<file path="config.mk">
export PLATFORM = sky130hd
export DESIGN_NAME = tfn_queue
export DESIGN_NICKNAME = d
export VERILOG_FILES = /design/src/rtl/core/tfn_pkg.sv /design/src/rtl/core/tfn_queue.sv
export SDC_FILE = /design/constraint.sdc
export NUM_CORES = 1
export LEC_CHECK = 0
export BUFFER_PORTS_ARGS = -buffer_cell sky130_fd_sc_hd__buf_2
export CAP_MARGIN = 20
export CORE_ASPECT_RATIO = 0.9
export CORE_UTILIZATION = 52
export CTS_BUF_LIST = sky130_fd_sc_hd__clkbuf_8
export DETAILED_ROUTE_END_ITERATION = 10
export GPL_TIMING_DRIVEN = 0
export PLACE_DENSITY = 0.81
export SLEW_MARGIN = 20
export SYNTH_ARGS = -nofsm -noshare
export SYNTH_HDL_FRONTEND = slang
export SYNTH_SLANG_ARGS = --single-unit
</file>
<file path="constraint.sdc">
create_clock -name clk -period 1.4 [get_ports clk]
set_input_delay 0.21 -clock clk [delete_from_list [all_inputs] [get_ports clk]]
set_output_delay 0.21 -clock clk [all_outputs]
set_load 0.005 [all_outputs]
</file>
<file path="src/rtl/core/tfn_pkg.sv">
// Shared types, codes and constants for the triangle face normal block.
package tfn_pkg;

  // Default coordinate width in bits (signed Q16.16 at 32).
  localparam int CoordWidthDef = 32;

  // Result kinds.
  localparam logic [2:0] KindFace     = 3'd0;
  localparam logic [2:0] KindEdgeAb   = 3'd1;
  localparam logic [2:0] KindEdgeBc   = 3'd2;
  localparam logic [2:0] KindEdgeCa   = 3'd3;
  localparam logic [2:0] KindCentroid = 3'd4;

  // Steps of the back-end sequencer.
  localparam logic [2:0] StepAb     = 3'd0;
  localparam logic [2:0] StepAc     = 3'd1;
  localparam logic [2:0] StepBc     = 3'd2;
  localparam logic [2:0] StepFace   = 3'd3;
  localparam logic [2:0] StepEdgeAb = 3'd4;
  localparam logic [2:0] StepEdgeBc = 3'd5;
  localparam logic [2:0] StepEdgeCa = 3'd6;

  typedef logic signed [63:0] wide_t;
  typedef logic signed [31:0] unit_t;

  typedef struct packed {
    wide_t x;
    wide_t y;
    wide_t z;
  } wvec_t;

  typedef struct packed {
    unit_t x;
    unit_t y;
    unit_t z;
  } uvec_t;

  typedef struct packed {
    wvec_t dab;
    wvec_t dac;
    wvec_t dbc;
  } diff_t;

  typedef enum logic [2:0] {
    N_IDLE, N_SHIFT, N_SQ, N_SQRT, N_DINIT, N_DIV, N_DONE
  } norm_state_t;

  typedef enum logic [2:0] {
    B_IDLE, B_NSTART, B_NWAIT, B_CROSS, B_EMIT, B_CEN
  } back_state_t;

endpackage

</file>
<file path="src/rtl/core/tfn_queue.sv">
// Two-entry queue that decouples the front end from the back end.
module tfn_queue #(
  parameter int WIDTH = 8
) (
  input  logic             clk,
  input  logic             rst_n,
  input  logic             wr_valid,
  output logic             wr_stall,
  input  logic [WIDTH-1:0] wr_data,
  output logic             rd_valid,
  input  logic             rd_pop,
  output logic [WIDTH-1:0] rd_data
);
  import tfn_pkg::*;

  logic [WIDTH-1:0] mem [2];
  logic             wr_ptr_r, wr_ptr_nxt, rd_ptr_r, rd_ptr_nxt;
  logic [1:0]       cnt_r, cnt_nxt;
  logic             wr_en, rd_en;

  assign wr_stall = cnt_r[1];
  assign rd_valid = (cnt_r != 2'd0);
  assign wr_en    = wr_valid && !wr_stall;
  assign rd_en    = rd_pop && rd_valid;
  assign rd_data  = mem[rd_ptr_r];

  // Pointer and fill count update.
  always_comb begin
    wr_ptr_nxt = wr_en ? !wr_ptr_r : wr_ptr_r;
    rd_ptr_nxt = rd_en ? !rd_ptr_r : rd_ptr_r;
    cnt_nxt    = cnt_r + 2'(wr_en) - 2'(rd_en);
  end

  always_ff @(posedge clk) begin
    if (!rst_n) begin
      wr_ptr_r <= 1'b0;
      rd_ptr_r <= 1'b0;
      cnt_r    <= 2'd0;
    end else begin
      wr_ptr_r <= wr_ptr_nxt;
      rd_ptr_r <= rd_ptr_nxt;
      cnt_r    <= cnt_nxt;
    end
  end

  // Storage write.
  always_ff @(posedge clk) begin
    if (wr_en) begin
      mem[wr_ptr_r] <= wr_data;
    end
  end

endmodule

</file>
==> results_dict.tcl <==
set metrics [dict create \
    gr-usage-met3 0.0415 \
    synth_nets 65 \
    fp.coreArea_sq_um 1460 \
    drtIter0Drc 10 \
    grt_overflow_total 0 \
    fin_crit_ns 1.36 \
    design_area_sq_um 1050 \
    p_seq_frac 0.516 \
    holdCritPathClass "input port to flip-flop" \
    fp.dieH_um 39.8 \
    path_buf_inv 2 \
    track_usage 0.135 \
    crit_chain "buf_8 > mux2_4 > buf_2" \
    avgViaCountPerCell 5.07 \
    numClockSinks 21 \
    p_int_mw 1.20 \
    final.period_utilization 0.973 \
    status "finished clean" \
    end_kind "primary output" \
    ir_worst_vdd_uv 1030 \
    grt_pass1_vias 353 \
    swShare 0.232 \
    synth.distinct_cells 21 \
    grt_pass1_wl_mm 1.55 \
    final-max-slew-violation-count 0 \
    synth_warnings 0 \
    fmax_mhz 734 \
    maxCapViolCount 0 \
    finalClockSkew_ns 0.00120 \
    cts_tree "yes" \
    top_usage_layer "met2" \
    ys_seq_elements 21 \
    wirelength_mm 1.22 \
    critPathRequiredTime_ns 1.19 \
    combPwrFrac 0.254 \
    clk_path_buf_depth 2 \
    worst_slew_pin_slew_ns 0.458 \
    final.setup.tns_ns 0 \
    gp_congestion 0.749 \
    cp_max_fo 8 \
    row_count 13 \
    slowest_stage "dfxtp_2" \
    numCtsBuffers 3 \
    drc 0 \
    cellLeakagePower_nw 0.442 \
    avgSynthCellArea_sq_um 15.8 \
    finalSetupViolCount 0 \
    ant_nets 0 \
    yosysSeqAreaShare 0.705 \
    p_per_area_nw_per_um2 1490 \
    final_nets 91 \
    placed_area_sq_um 947 \
    nFillCells 107 \
    die_w_um 43.9 \
    grtUsageMet1 0.171 \
    grt_use_met2 0.209 \
    antenna_cells 0 \
    clk_pin_slew_worst_paths_ns 0.07 \
    grt_max_degree 12 \
    cts-htree-levels 1 \
    path_class "flip-flop to primary output" \
    areaGrowthSynthToFinish_pct 27.7 \
    clk_latency_ns 0.24 \
    p_sw_uw 363 \
    antenna_found_initial 0 \
    crit_family "flip-flops" \
    layout-drive-gt1-share 0.532 \
    dr.pass1.iters 2 \
    dieArea_sq_um 1750 \
    critical_path.startpoint_type "flip-flop" \
    start_util 0.562 \
    vias 466 \
    slowest_delay_ns 0.33 \
    cp.arrival_ns 1.15 \
    slew_headroom 0.694 \
    portBuffers 21 \
    dp_cells 88 \
    clockPowerShare 0.229 \
    dp_hpwl_um 819 \
    wire_per_inst_um 13.2 \
    syn_inst 52 \
    syn_area_sq_um 823 \
    fin_cells 92 \
    root_buffer "clkbuf_8" \
    finalHoldViolations 0 \
    io_pins 22 \
]
[cell usage after synthesis (all sizes together)]
cell / count / area share
and3b: 1 / 0.011
nand2b: 1 / 0.0076
or2: 1 / 0.0076
and2: 4 / 0.030
nor3: 1 / 0.012
ha: 1 / 0.015
xnor2: 1 / 0.011
nor2: 2 / 0.0091
o21ai: 3 / 0.018
o21a: 1 / 0.0091
buf: 1 / 0.0061
dfxtp: 5 / 0.12
mux2: 8 / 0.11
inv: 1 / 0.0046
nor2b: 2 / 0.015
a21o: 1 / 0.0091
edfxtp: 16 / 0.58
nand2: 1 / 0.0046
and4bb: 1 / 0.015
[flip-flops by register name (all words and copies together), names as in the netlist, named ones only]
register  cells
cnt_r         2
mem          16
rd_ptr_r      1
wr_ptr_r      1
[final timing paths]
path              slack (ns)  depth (start not counted)                  end             startpoint
hold reg to reg         0.59                          2            flip-flop  rd_ptr_r$_SDFFE_PN0P_
setup reg to reg        0.10                          6  cnt_r[1]$_SDFF_PN0_    cnt_r[1]$_SDFF_PN0_
hold / removal          0.15                          1  mem[0][3]$_DFFE_PP_             wr_data[3]
setup / recovery        0.04                          3           rd_data[0]              flip-flop
[timing repair]
action | CTS | global route
gates resized for setup | 5 | 14
hold buffers | 0 | 0
cloned | 0 | 0
setup endpoints to repair | 26 | 16
pin swaps | 0 | 1
buffers inserted | 0 | 0
[cells by family after synthesis]
family                   count (synthesis)  synth area share
AO/OA/AOI/OAI                            5            0.0365
XOR/XNOR                                 1            0.0106
adder cells (fa/ha/maj)                  1            0.0152
buffers and inverters                    2            0.0106
flip-flops                              21             0.705
multiplexers                             8             0.109
AND/OR/NAND/NOR                         14             0.112
[area by class of cell]
| cell class | instances | area (sq um) | share of cell area |
|---|---|---|---|
| multi-input cells | 29 | 277 | 0.263 |
| clock buffers | 3 | 41.3 | 0.0393 |
| repair buffers | 21 | 105 | 0.100 |
| well taps | 15 | 18.8 | 0.0179 |
| flip-flops and latches | 21 | 587 | 0.558 |
| clock inverters | 1 | 3.75 | 0.00357 |
| inverters | 1 | 3.75 | 0.00357 |
| plain buffers | 1 | 15.0 | 0.0143 |
[cells in the final DEF, fill, tap and decap left out, types with 2 or more instances in the layout]
master and instances:
buf_2 21, edfxtp_1 16, mux2_4 8, and2_1 4, clkbuf_8 3, nor2b_1 2, o21ai_1 2, nor2_2 2
inv_1 2, dfxtp_2 2, dfxtp_1 2
[per-layer routing]
layer	wire [um]	vias up
met3	34	2
li1	-	240
met5	0	-
met1	562	215
met2	607	9
met4	12	0
[through the flow]
step / setup WS (ns) / power (mW) / hold slack [ns] / util
global route: -0.00654 / 1.66 / 0.140 / 0.718
floorplan: 0.101 / 1.01 / 0.309 / -
global placement: -0.0771 / 1.12 / 0.399 / 0.647
finish: 0.0380 / 1.56 / 0.152 / 0.718
detailed placement: -0.115 / 1.12 / 0.404 / 0.647
CTS: 0.0140 / 1.50 / 0.150 / 0.690
[power groups by stage]
stage | clock (mW) | sequential [mW] | combinational, mW
finish | 0.358 | 0.807 | 0.398
global route | 0.402 | 0.816 | 0.439
CTS | 0.367 | 0.797 | 0.338
detailed placement | 0 | 0.805 | 0.319
global placement | 0 | 0.802 | 0.313
floorplan | 0 | 0.797 | 0.208
[worst register-to-register path, cell delays in order (launching register included)]
cell	delay (ns)
dfxtp_4	0.38
nand2b_4	0.15
a21o_1	0.08
nand2_1	0.05
ha_1	0.20
nor3_2	0.15
and3b_1	0.19
(Power assumes the default switching activity.)
