--- config.mk ---
export PLATFORM = sky130hd
export DESIGN_NAME = tfn_front
export DESIGN_NICKNAME = d
export VERILOG_FILES = /design/src/rtl/core/tfn_pkg.sv /design/src/rtl/core/tfn_front.sv
export SDC_FILE = /design/constraint.sdc
export NUM_CORES = 1
export LEC_CHECK = 0
export BUFFER_PORTS_ARGS = -buffer_cell sky130_fd_sc_hd__clkbuf_2
export CAP_MARGIN = 20
export CORE_AREA = 2 2 374 376
export CTS_CLUSTER_DIAMETER = 200
export DETAILED_ROUTE_END_ITERATION = 10
export DIE_AREA = 0 0 376 378
export PLACE_DENSITY_LB_ADDON = 0.15
export SYNTH_ARGS = -nofsm -noshare
export SYNTH_HDL_FRONTEND = slang
export SYNTH_SLANG_ARGS = --single-unit
--- constraint.sdc ---
create_clock -name clk -period 32.6 [get_ports clk]
set_input_delay 6.52 -clock clk [delete_from_list [all_inputs] [get_ports clk]]
set_output_delay 6.52 -clock clk [all_outputs]
set_load 0.03 [all_outputs]
--- src/rtl/core/tfn_pkg.sv ---
// Shared types, codes and constants for the triangle face normal block.
package tfn_pkg;

  // Default coordinate width in bits (signed Q16.16 at 32).
  localparam int CoordWidthDef = 32;

  // Result kinds.
  localparam logic [2:0] KindFace     = 3'd0;
  localparam logic [2:0] KindEdgeAb   = 3'd1;
  localparam logic [2:0] KindEdgeBc   = 3'd2;
  localparam logic [2:0] KindEdgeCa   = 3'd3;
  localparam logic [2:0] KindCentroid = 3'd4;

  // Steps of the back-end sequencer.
  localparam logic [2:0] StepAb     = 3'd0;
  localparam logic [2:0] StepAc     = 3'd1;
  localparam logic [2:0] StepBc     = 3'd2;
  localparam logic [2:0] StepFace   = 3'd3;
  localparam logic [2:0] StepEdgeAb = 3'd4;
  localparam logic [2:0] StepEdgeBc = 3'd5;
  localparam logic [2:0] StepEdgeCa = 3'd6;

  typedef logic signed [63:0] wide_t;
  typedef logic signed [31:0] unit_t;

  typedef struct packed {
    wide_t x;
    wide_t y;
    wide_t z;
  } wvec_t;

  typedef struct packed {
    unit_t x;
    unit_t y;
    unit_t z;
  } uvec_t;

  typedef struct packed {
    wvec_t dab;
    wvec_t dac;
    wvec_t dbc;
  } diff_t;

  typedef enum logic [2:0] {
    N_IDLE, N_SHIFT, N_SQ, N_SQRT, N_DINIT, N_DIV, N_DONE
  } norm_state_t;

  typedef enum logic [2:0] {
    B_IDLE, B_NSTART, B_NWAIT, B_CROSS, B_EMIT, B_CEN
  } back_state_t;

endpackage

--- src/rtl/core/tfn_front.sv ---
// Front end: accepts a triangle word and forms edge differences and vertex sums.
module tfn_front #(
  parameter int COORD_WIDTH = tfn_pkg::CoordWidthDef
) (
  input  logic                          clk,
  input  logic                          rst_n,
  input  logic                          in_valid,
  output logic                          in_stall,
  input  logic signed [COORD_WIDTH-1:0] in_a_x,
  input  logic signed [COORD_WIDTH-1:0] in_a_y,
  input  logic signed [COORD_WIDTH-1:0] in_a_z,
  input  logic signed [COORD_WIDTH-1:0] in_b_x,
  input  logic signed [COORD_WIDTH-1:0] in_b_y,
  input  logic signed [COORD_WIDTH-1:0] in_b_z,
  input  logic signed [COORD_WIDTH-1:0] in_c_x,
  input  logic signed [COORD_WIDTH-1:0] in_c_y,
  input  logic signed [COORD_WIDTH-1:0] in_c_z,
  output logic                          push_valid,
  input  logic                          push_stall,
  output tfn_pkg::diff_t                push_diff,
  output logic [3*(COORD_WIDTH+3)-1:0]  push_sum
);
  import tfn_pkg::*;

  localparam int Pre = (COORD_WIDTH > 61) ? COORD_WIDTH - 61 : 0;
  localparam int SumW = COORD_WIDTH + 3;

  logic                   fr_valid_r, fr_valid_nxt;
  diff_t                  fr_diff_r, fr_diff_nxt;
  logic [3*SumW-1:0]      fr_sum_r, fr_sum_nxt;
  wide_t                  sa_x, sa_y, sa_z, sb_x, sb_y, sb_z, sc_x, sc_y, sc_z;
  logic signed [SumW-1:0] sum_x, sum_y, sum_z;
  logic                   accept, push;

  assign accept   = in_valid && !in_stall;
  assign push     = fr_valid_r && !push_stall;
  assign in_stall = fr_valid_r && push_stall;

  // Coordinates are sign-extended and, when very wide, pre-scaled by a floor shift.
  always_comb begin
    sa_x = 64'(in_a_x) >>> Pre;
    sa_y = 64'(in_a_y) >>> Pre;
    sa_z = 64'(in_a_z) >>> Pre;
    sb_x = 64'(in_b_x) >>> Pre;
    sb_y = 64'(in_b_y) >>> Pre;
    sb_z = 64'(in_b_z) >>> Pre;
    sc_x = 64'(in_c_x) >>> Pre;
    sc_y = 64'(in_c_y) >>> Pre;
    sc_z = 64'(in_c_z) >>> Pre;
    // The centroid rounds to nearest, so the sum carries a bias of one.
    sum_x = SumW'(in_a_x) + SumW'(in_b_x) + SumW'(in_c_x) + SumW'(1);
    sum_y = SumW'(in_a_y) + SumW'(in_b_y) + SumW'(in_c_y) + SumW'(1);
    sum_z = SumW'(in_a_z) + SumW'(in_b_z) + SumW'(in_c_z) + SumW'(1);
  end

  // Next value of the holding stage.
  always_comb begin
    fr_valid_nxt = fr_valid_r;
    fr_diff_nxt  = fr_diff_r;
    fr_sum_nxt   = fr_sum_r;
    if (push) begin
      fr_valid_nxt = 1'b0;
    end
    if (accept) begin
      fr_valid_nxt     = 1'b1;
      fr_diff_nxt.dab  = '{x: sb_x - sa_x, y: sb_y - sa_y, z: sb_z - sa_z};
      fr_diff_nxt.dac  = '{x: sc_x - sa_x, y: sc_y - sa_y, z: sc_z - sa_z};
      fr_diff_nxt.dbc  = '{x: sc_x - sb_x, y: sc_y - sb_y, z: sc_z - sb_z};
      fr_sum_nxt       = {sum_z, sum_y, sum_x};
    end
  end

  always_ff @(posedge clk) begin
    if (!rst_n) begin
      fr_valid_r <= 1'b0;
    end else begin
      fr_valid_r <= fr_valid_nxt;
    end
    fr_diff_r <= fr_diff_nxt;
    fr_sum_r  <= fr_sum_nxt;
  end

  assign push_valid = fr_valid_r;
  assign push_diff  = fr_diff_r;
  assign push_sum   = fr_sum_r;

endmodule

==> metrics.md, run 1 <==
| Metric | Value |
|---|---|
| Total half-perimeter wirelength after legalization and detailed placement | approximately 110000 microns |
| Post-layout util | between 30% and 40% |
| Port Buffers | approximately 1000 |
| Wire length of the first global-routing pass | approximately 190000 microns |
| Vias | 29908 |
| Routed met3 length | 6500 microns |
| Multiplexer share of the synthesized area | less than 1% |
| Global routing usage summed across all routing layers | between 10% and 20% |
| IR drop worst, VDD | just over 0.04 mV |
| Count of routing violations after the opening detailed-route iteration | around 2100 |
| Area of the mapped netlist | approximately 0.036 sq mm |
| Detailed-route wire length on metal 1 | roughly 62000 microns |
| Slowest-stage cell, CP | sky130_fd_sc_hd__clkbuf_2 |
| Path type of the worst min-delay path | reg2reg |
| Maximum buffer depth of the clock tree | 3 |
| DIE AREA | 0.142 sq mm |
| DRT antenna net count | 0 |
| Max Cap Viol | 0 |
| H-tree level count | 2 |
| Fin cells | 6273 |
| Clk_skew | approximately 17 ps |
| Final Max Slew Viols | 0 |
| Cell types with the highest counts after synthesis | 402 x sky130_fd_sc_hd__edfxtp_1, 390 x sky130_fd_sc_hd__ha_1, 330 x sky130_fd_sc_hd__a21oi_1, 308 x sky130_fd_sc_hd__inv_1, 279 x sky130_fd_sc_hd__buf_4 |
| CP top delay family | buffers and inverters |
| Number of fill cells | 14618 |
| Startpoint of the most critical setup path | push_stall |
| R2R setup slack | between 20000 and 30000 ps |
| Post-synthesis share of cell area spent on full adders, half adders and majority gates | between 10% and 20% |
| Hold-fix buffers, CTS | 0 |
| Global-route congestion overflow total | 0 |
| Initial Utilization | 26.2% |
| Uppermost routed layer | met5 |
| Buffers and inverters on the worst path | 2 |
| Share of synthesized area occupied by flip-flops and latches | 33.3% |
| Number of distinct library cells after synthesis | 90 |
| Pre-antenna DRT Iters | 5 |
| Fraction of layout cells with a size suffix above 1 | between 20% and 30% |
| Clock period minus final worst setup slack | around 14000 ps |
| Area of the core | between 0.1 and 0.15 sq mm |
| Unrepaired setup endpoints after global routing | false |
| Setup Total Neg Slack | 0 ps |
| Number of enable-type register cells in the synthesized netlist | between 400 and 500 |
| Final routed DRC violation total | 0 |
| Setup-failing EPs final | 0 |
| Avg Inst Size Synth | 9.79 sq um |
| Number of instances in the synthesized netlist | approximately 3700 |
| Final weighted congestion in routability-driven placement | 0.891 |
| Critical path start-end classification | in2out |
| Most used flip-flop cell after synthesis | sky130_fd_sc_hd__edfxtp_1 |
| Peak fanout along the critical path | 3 |
| Number of antenna violations at the first check in global routing | 15 |
| Final hold slack | 679 ps |
| NumNets Final | 5203 |
| Cell leakage power | ~20 nW |
| Sort of element at the end of the critical path | output port |
| Area share of the largest cell type after synthesis | 33.2% |
| Yosys warns | 0 |
| Number of gates on the worst path with buffers counted | 3 |
| F_max | 73.9 MHz |
| Top Ports | between 900 and 1000 |
| Simple-gate area share of the yosys netlist | between 10% and 20% |
| Critical Path Max Stage Delay | 230 ps |
| Slew at the pin with the worst max-slew slack | slightly below 1000 ps |
| Relative slew slack | about a third |
| R2R cell count | 5 |
| Critical Path Source Type | input port |
| Routed wire length | 134000 microns |
| Worst reg2reg endpoint | push_sum[65] |
| Clock edge transition at the registers on the reported setup and hold paths | ~60 ps |
| Post-CTS resize count | 0 |
| Worst path arrival time | 7020 ps |
| Total count of hold-check failures in the final report | 0 |
| P&R area growth vs syn | 18.6% |
| Floorplan row count | roughly 140 |
| Power density over cell area | between 50 and 60 mW/mm^2 |
| # Post-CTS Setup Buffers | 0 |
| Skew-Pair Late Insertion Delay | 640 ps |
| Cell breakdown of the critical path | clkbuf_2 -> and2_1 -> clkbuf_2 |
| Cell with the most instances after synthesis | sky130_fd_sc_hd__edfxtp_1 |
| Required time of the critical path | 26080 ps |
| Fraction of synthesis flops using an asynchronous set or reset pin | 0% |
| Fraction of synthesized cell area in xor and xnor cells | between 8 and 9% |
| Total clock buffers created by CTS | 54 |
| Flop and latch count out of synthesis | 403 |
| Routed wire length on met2 | between 60000 and 70000 microns |
| Outcome | completed |
| Sink count of the clock tree | ~400 |
| Capture point of the critical path | in_stall |
| Cell taking the most area after synthesis | sky130_fd_sc_hd__edfxtp_1 |
| CTS tree | done |
| Most used cell along the critical path | sky130_fd_sc_hd__clkbuf_2 |
| Most area-consuming cells after synthesis | sky130_fd_sc_hd__edfxtp_1 33%, sky130_fd_sc_hd__ha_1 13%, sky130_fd_sc_hd__fa_1 5.8% |
| Wire length per cell | approximately 21 microns |
| Compound-Gate Fraction of Synth Area | around a fifth |
| Main combinational cell family by area after synthesis | compound AO/OA/AOI/OAI gates |
| Final cycle utilization of the critical path | just over 40% |
| Per-cell via count in the routed design | ~4.8 |
| Post-Place Cells | slightly above 6000 |
| CTS Root Cell | sky130_fd_sc_hd__clkbuf_16 |
| Chip width | about 380 microns |
| Via count of the first global-routing pass | between 20000 and 30000 |
| R2R Path Start | push_valid |
| Synthesized Nets | 4500 |
| Die H | 378 microns |
| Largest net degree at the start of global routing | 65 |
[per-stage QoR]
stage | instance area (sq um) | total power, mW | setup WS (ps)
final | 43100 | 2.44 | 19060
after CTS | 43100 | 2.48 | 19050
after floorplan | 36300 | 1.52 | 7070
after detailed placement | 41200 | 1.81 | 19050
after global placement | 41200 | 1.81 | 19040
after global routing | 43100 | 2.58 | 19040
[flip-flops by register name, indices dropped and copies added, names as in the netlist]
| register | flops |
|---|---|
| push_valid | 1 |
| push_sum | 105 |
| push_diff | 297 |
[logic make-up (layout without fill, tap and decap cells)]
kind of cell / after synthesis / count (layout)
AOI/OAI and AO/OA: 1083 / 1083
xor gates and xnor gates: 334 / 334
and+or+nand+nor: 753 / 753
buffers and inverters: 643 / 1388
DFF: 403 / 403
adders and majority gates: 495 / 495
other: 0 / 8
muxes: 2 / 2
[worst min-delay path by stage]
stage	start	to	slack (ps)	cells after the start
floorplan	push_valid	push_valid	940	2
global placement	push_valid	push_valid	670	2
detailed placement	push_valid	push_valid	680	2
CTS	push_valid	push_valid	690	2
global route	push_valid	push_valid	710	2
finish	push_valid	push_valid	680	2
[where the power goes]
part / switching, mW / leakage, nW / internal, mW
logic: 0.710 / 15.4 / 0.346
registers: 0.0431 / 3.90 / 0.697
clock network: 0.267 / 0.895 / 0.376
total: 1.02 / 20.2 / 1.42
[final cells by class]
| cell class | instances | area [sq um] | share of cell area [%] |
|---|---|---|---|
| antenna | 8 | 20.0 | 0.0464 |
| multi-input combinational | 2667 | 20800 | 48.2 |
| timing repair buffer | 982 | 4930 | 11.4 |
| sequential | 403 | 12100 | 28.0 |
| clock inverter | 38 | 443 | 1.03 |
| inverter | 308 | 1160 | 2.68 |
| tap | 1807 | 2260 | 5.24 |
| clock buffer | 60 | 1420 | 3.28 |
[routing by layer]
| layer | global-route usage, % | up-vias |
|---|---|---|
| met5 | 0 | - |
| li1 | - | 14601 |
| met3 | 2.62 | 153 |
| met4 | 5.52 | 6 |
| met1 | 24.7 | 14255 |
| met2 | 29.1 | 893 |
[cells in the final DEF, fill, tap and decap left out, drive strengths merged, types with 53 or more instances in the layout]
cell type,netlist,layout
ha,390,390
xnor2,220,220
o21ai,181,181
nor2,178,178
nand2b,53,53
fa,105,105
a21oi,337,337
inv,308,311
nor2b,59,59
nand3,73,73
clkbuf,53,1034
xor2,114,114
edfxtp,402,402
a21o,215,215
nand2,181,181
o21a,63,63
[tightest hold or removal path, cell delays in order (launching register included)]
cell and delay (ps):
sky130_fd_sc_hd__dfxtp_1 320, sky130_fd_sc_hd__and2_1 200, sky130_fd_sc_hd__o21a_1 130
No activity file was read; power rests on OpenSTA's default activity.
==> run 2, diff against run 1 <==
==> constraint.sdc (replaced) <==
create_clock -name clk -period 12.06 [get_ports clk]
set_input_delay 2.412 -clock clk [delete_from_list [all_inputs] [get_ports clk]]
set_output_delay 2.412 -clock clk [all_outputs]
set_load 0.03 [all_outputs]
==> metrics.md, run 2 (synthesized netlist as in run 1, its figures left out) <==
| Metric | Value |
|---|---|
| Wire length per cell | roughly 22 microns |
| Via count of the first global-routing pass | 28592 |
| Per-cell via count in the routed design | roughly 4.8 |
| Final Max Slew Viols | 0 |
| Fraction of layout cells with a size suffix above 1 | 25.0% |
| PnR worst setup slack | around 6200 ps |
| Max FFs per register | roughly 300 |
| DRT antenna net count | 0 |
| Skew-Pair Late Insertion Delay | between 600 and 700 ps |
| Global-route congestion overflow total | 0 |
| Top Ports | about 1000 |
| Number of antenna violations at the first check in global routing | 16 |
| Placement-stage worst setup slack | roughly 5300 ps |
| F_max | 170 MHz |
| # Post-CTS Setup Buffers | 0 |
| Vias | 30098 |
| Hold-fix buffers, CTS | 0 |
| Unrepaired setup endpoints after global routing | false |
| Critical path start-end classification | in2reg |
| Outcome | completed |
| Commonest non-fill, non-tap cell in the layout | sky130_fd_sc_hd__clkbuf_2 |
| Worst path arrival time | between 6000 and 7000 ps |
| Multi-input gate area | between 0.02 and 0.025 sq mm |
| Pre-antenna DRT Iters | 5 |
| Clock period minus final worst setup slack | a little under 6000 ps |
| P&R area growth vs syn | 19.0% |
| Sort of element at the end of the critical path | register |
| Total half-perimeter wirelength after legalization and detailed placement | 116000 microns |
| Wire length of the first global-routing pass | slightly below 200000 microns |
| Setup-failing EPs final | 0 |
| Die H | between 300 and 400 microns |
| Number of fill cells | roughly 15000 |
| Total count of hold-check failures in the final report | 0 |
| CTS tree | done |
| Clk_skew | between 10 and 15 ps |
| Clock edge transition at the registers on the reported setup and hold paths | ~60 ps |
| Slowest-stage cell, CP | sky130_fd_sc_hd__a221oi_1 |
| DIE AREA | roughly 0.14 sq mm |
| Sink count of the clock tree | 403 |
| H-tree level count | 2 |
| CTS Root Cell | sky130_fd_sc_hd__clkbuf_16 |
| Initial Utilization | between 20% and 30% |
| IR drop worst, VDD | around 0.12 mV |
| Reg area | 0.0121 sq mm |
| Area of the core | approximately 0.14 sq mm |
| Total clock buffers created by CTS | 56 |
| Critical Path Source Type | input port |
| Max Cap Viol | 0 |
| Relative slew slack | a little over a quarter |
| Leading cell types in the layout, fill and taps excluded | 974 x sky130_fd_sc_hd__clkbuf_2, 402 x sky130_fd_sc_hd__edfxtp_1, 390 x sky130_fd_sc_hd__ha_1 |
| Path type of the worst min-delay path | reg2reg |
| Chip width | roughly 380 microns |
| Port Buffers | between 900 and 1000 |
| Cell breakdown of the critical path | clkbuf_2 -> inv_1 -> ha_1 -> inv_1 -> ha_1 -> fa_1 -> a21oi_1 -> o21a_1 -> o21ai_1 -> a221oi_1 -> a21oi_1 -> a211oi_1 -> o31ai_1 -> a311oi_1 -> o21bai_1 -> xor2_1 |
| Slew at the pin with the worst max-slew slack | 1070 ps |
| Maximum buffer depth of the clock tree | 3 |
| Cell leakage power | 20.2 nW |
| Global routing usage summed across all routing layers | a little under a fifth |
| Setup Total Neg Slack | 0 ps |
| Power density over cell area | roughly 150 mW/mm^2 |
| Final cycle utilization of the critical path | about half |
| Largest net degree at the start of global routing | between 100 and 150 |
| NumNets Final | ~5200 |
| Routed wire length | ~140000 microns |
| Final weighted congestion in routability-driven placement | approximately 0.9 |
| Count of routing violations after the opening detailed-route iteration | ~1800 |
| Critical Path Max Stage Delay | about 540 ps |
| Floorplan row count | roughly 140 |
| Required time of the critical path | 12470 ps |
| Peak fanout along the critical path | 3 |
| Post-CTS resize count | 0 |
| Final routed DRC violation total | 0 |
[run 2: metal layers]
metal  vias up  share of wire (%)  global-route usage [%]
met5         -              0.027                       0
met4         6                2.9                    5.40
met3       162                5.8                    3.17
met2       961                 46                    29.8
met1     14372                 45                    24.9
li1      14597                  -                       -
[run 2: through the flow]
stage	std cells	cell area (sq um)	hold slack [ps]	total power [mW]	utilization [%]
after global routing	6277	43200	751	7.04	31.2
after detailed placement	6166	41300	669	4.90	29.8
after global placement	6166	41300	674	4.92	29.8
final	6284	43200	691	6.67	31.2
after CTS	6272	43200	689	6.77	31.2
after floorplan	3713	36300	966	4.07	-
[run 2: area by class of cell]
| cell class | count | area share, % |
|---|---|---|
| multi-input cells | 2667 | 48.1 |
| flip-flops and latches | 403 | 28.0 |
| repair buffers | 982 | 11.5 |
| well taps | 1807 | 5.23 |
| clock buffers | 65 | 3.41 |
| inverters | 308 | 2.67 |
| clock inverters | 41 | 1.10 |
| diodes | 11 | 0.0637 |
[run 2: path summary, 6_finish.rpt]
check                           depth (start not counted)        from             end  slack (ps)
worst max-delay path                                   16   in_a_y[0]    push_sum[67]        6170
worst min-delay path                                    2  push_valid      push_valid         690
worst max register to register                          4  push_valid  push_diff[264]        9120
worst min register to register                          2  push_valid      push_valid         690
[run 2: worst max-delay path: cells and delay by family]
family / cells / cell delay [ps]
AOI/OAI and AO/OA: 9 / 2540
xor gates and xnor gates: 1 / 150
buffers and inverters: 3 / 220
adders and majority gates: 3 / 980
[run 2: power breakdown]
group	switching [mW]	internal, mW	leakage [nW]	total, mW
clock network	0.744	1.05	0.941	1.80
registers	0.113	1.88	3.90	2.00
logic	1.94	0.938	15.4	2.88
total	2.79	3.88	20.2	6.67
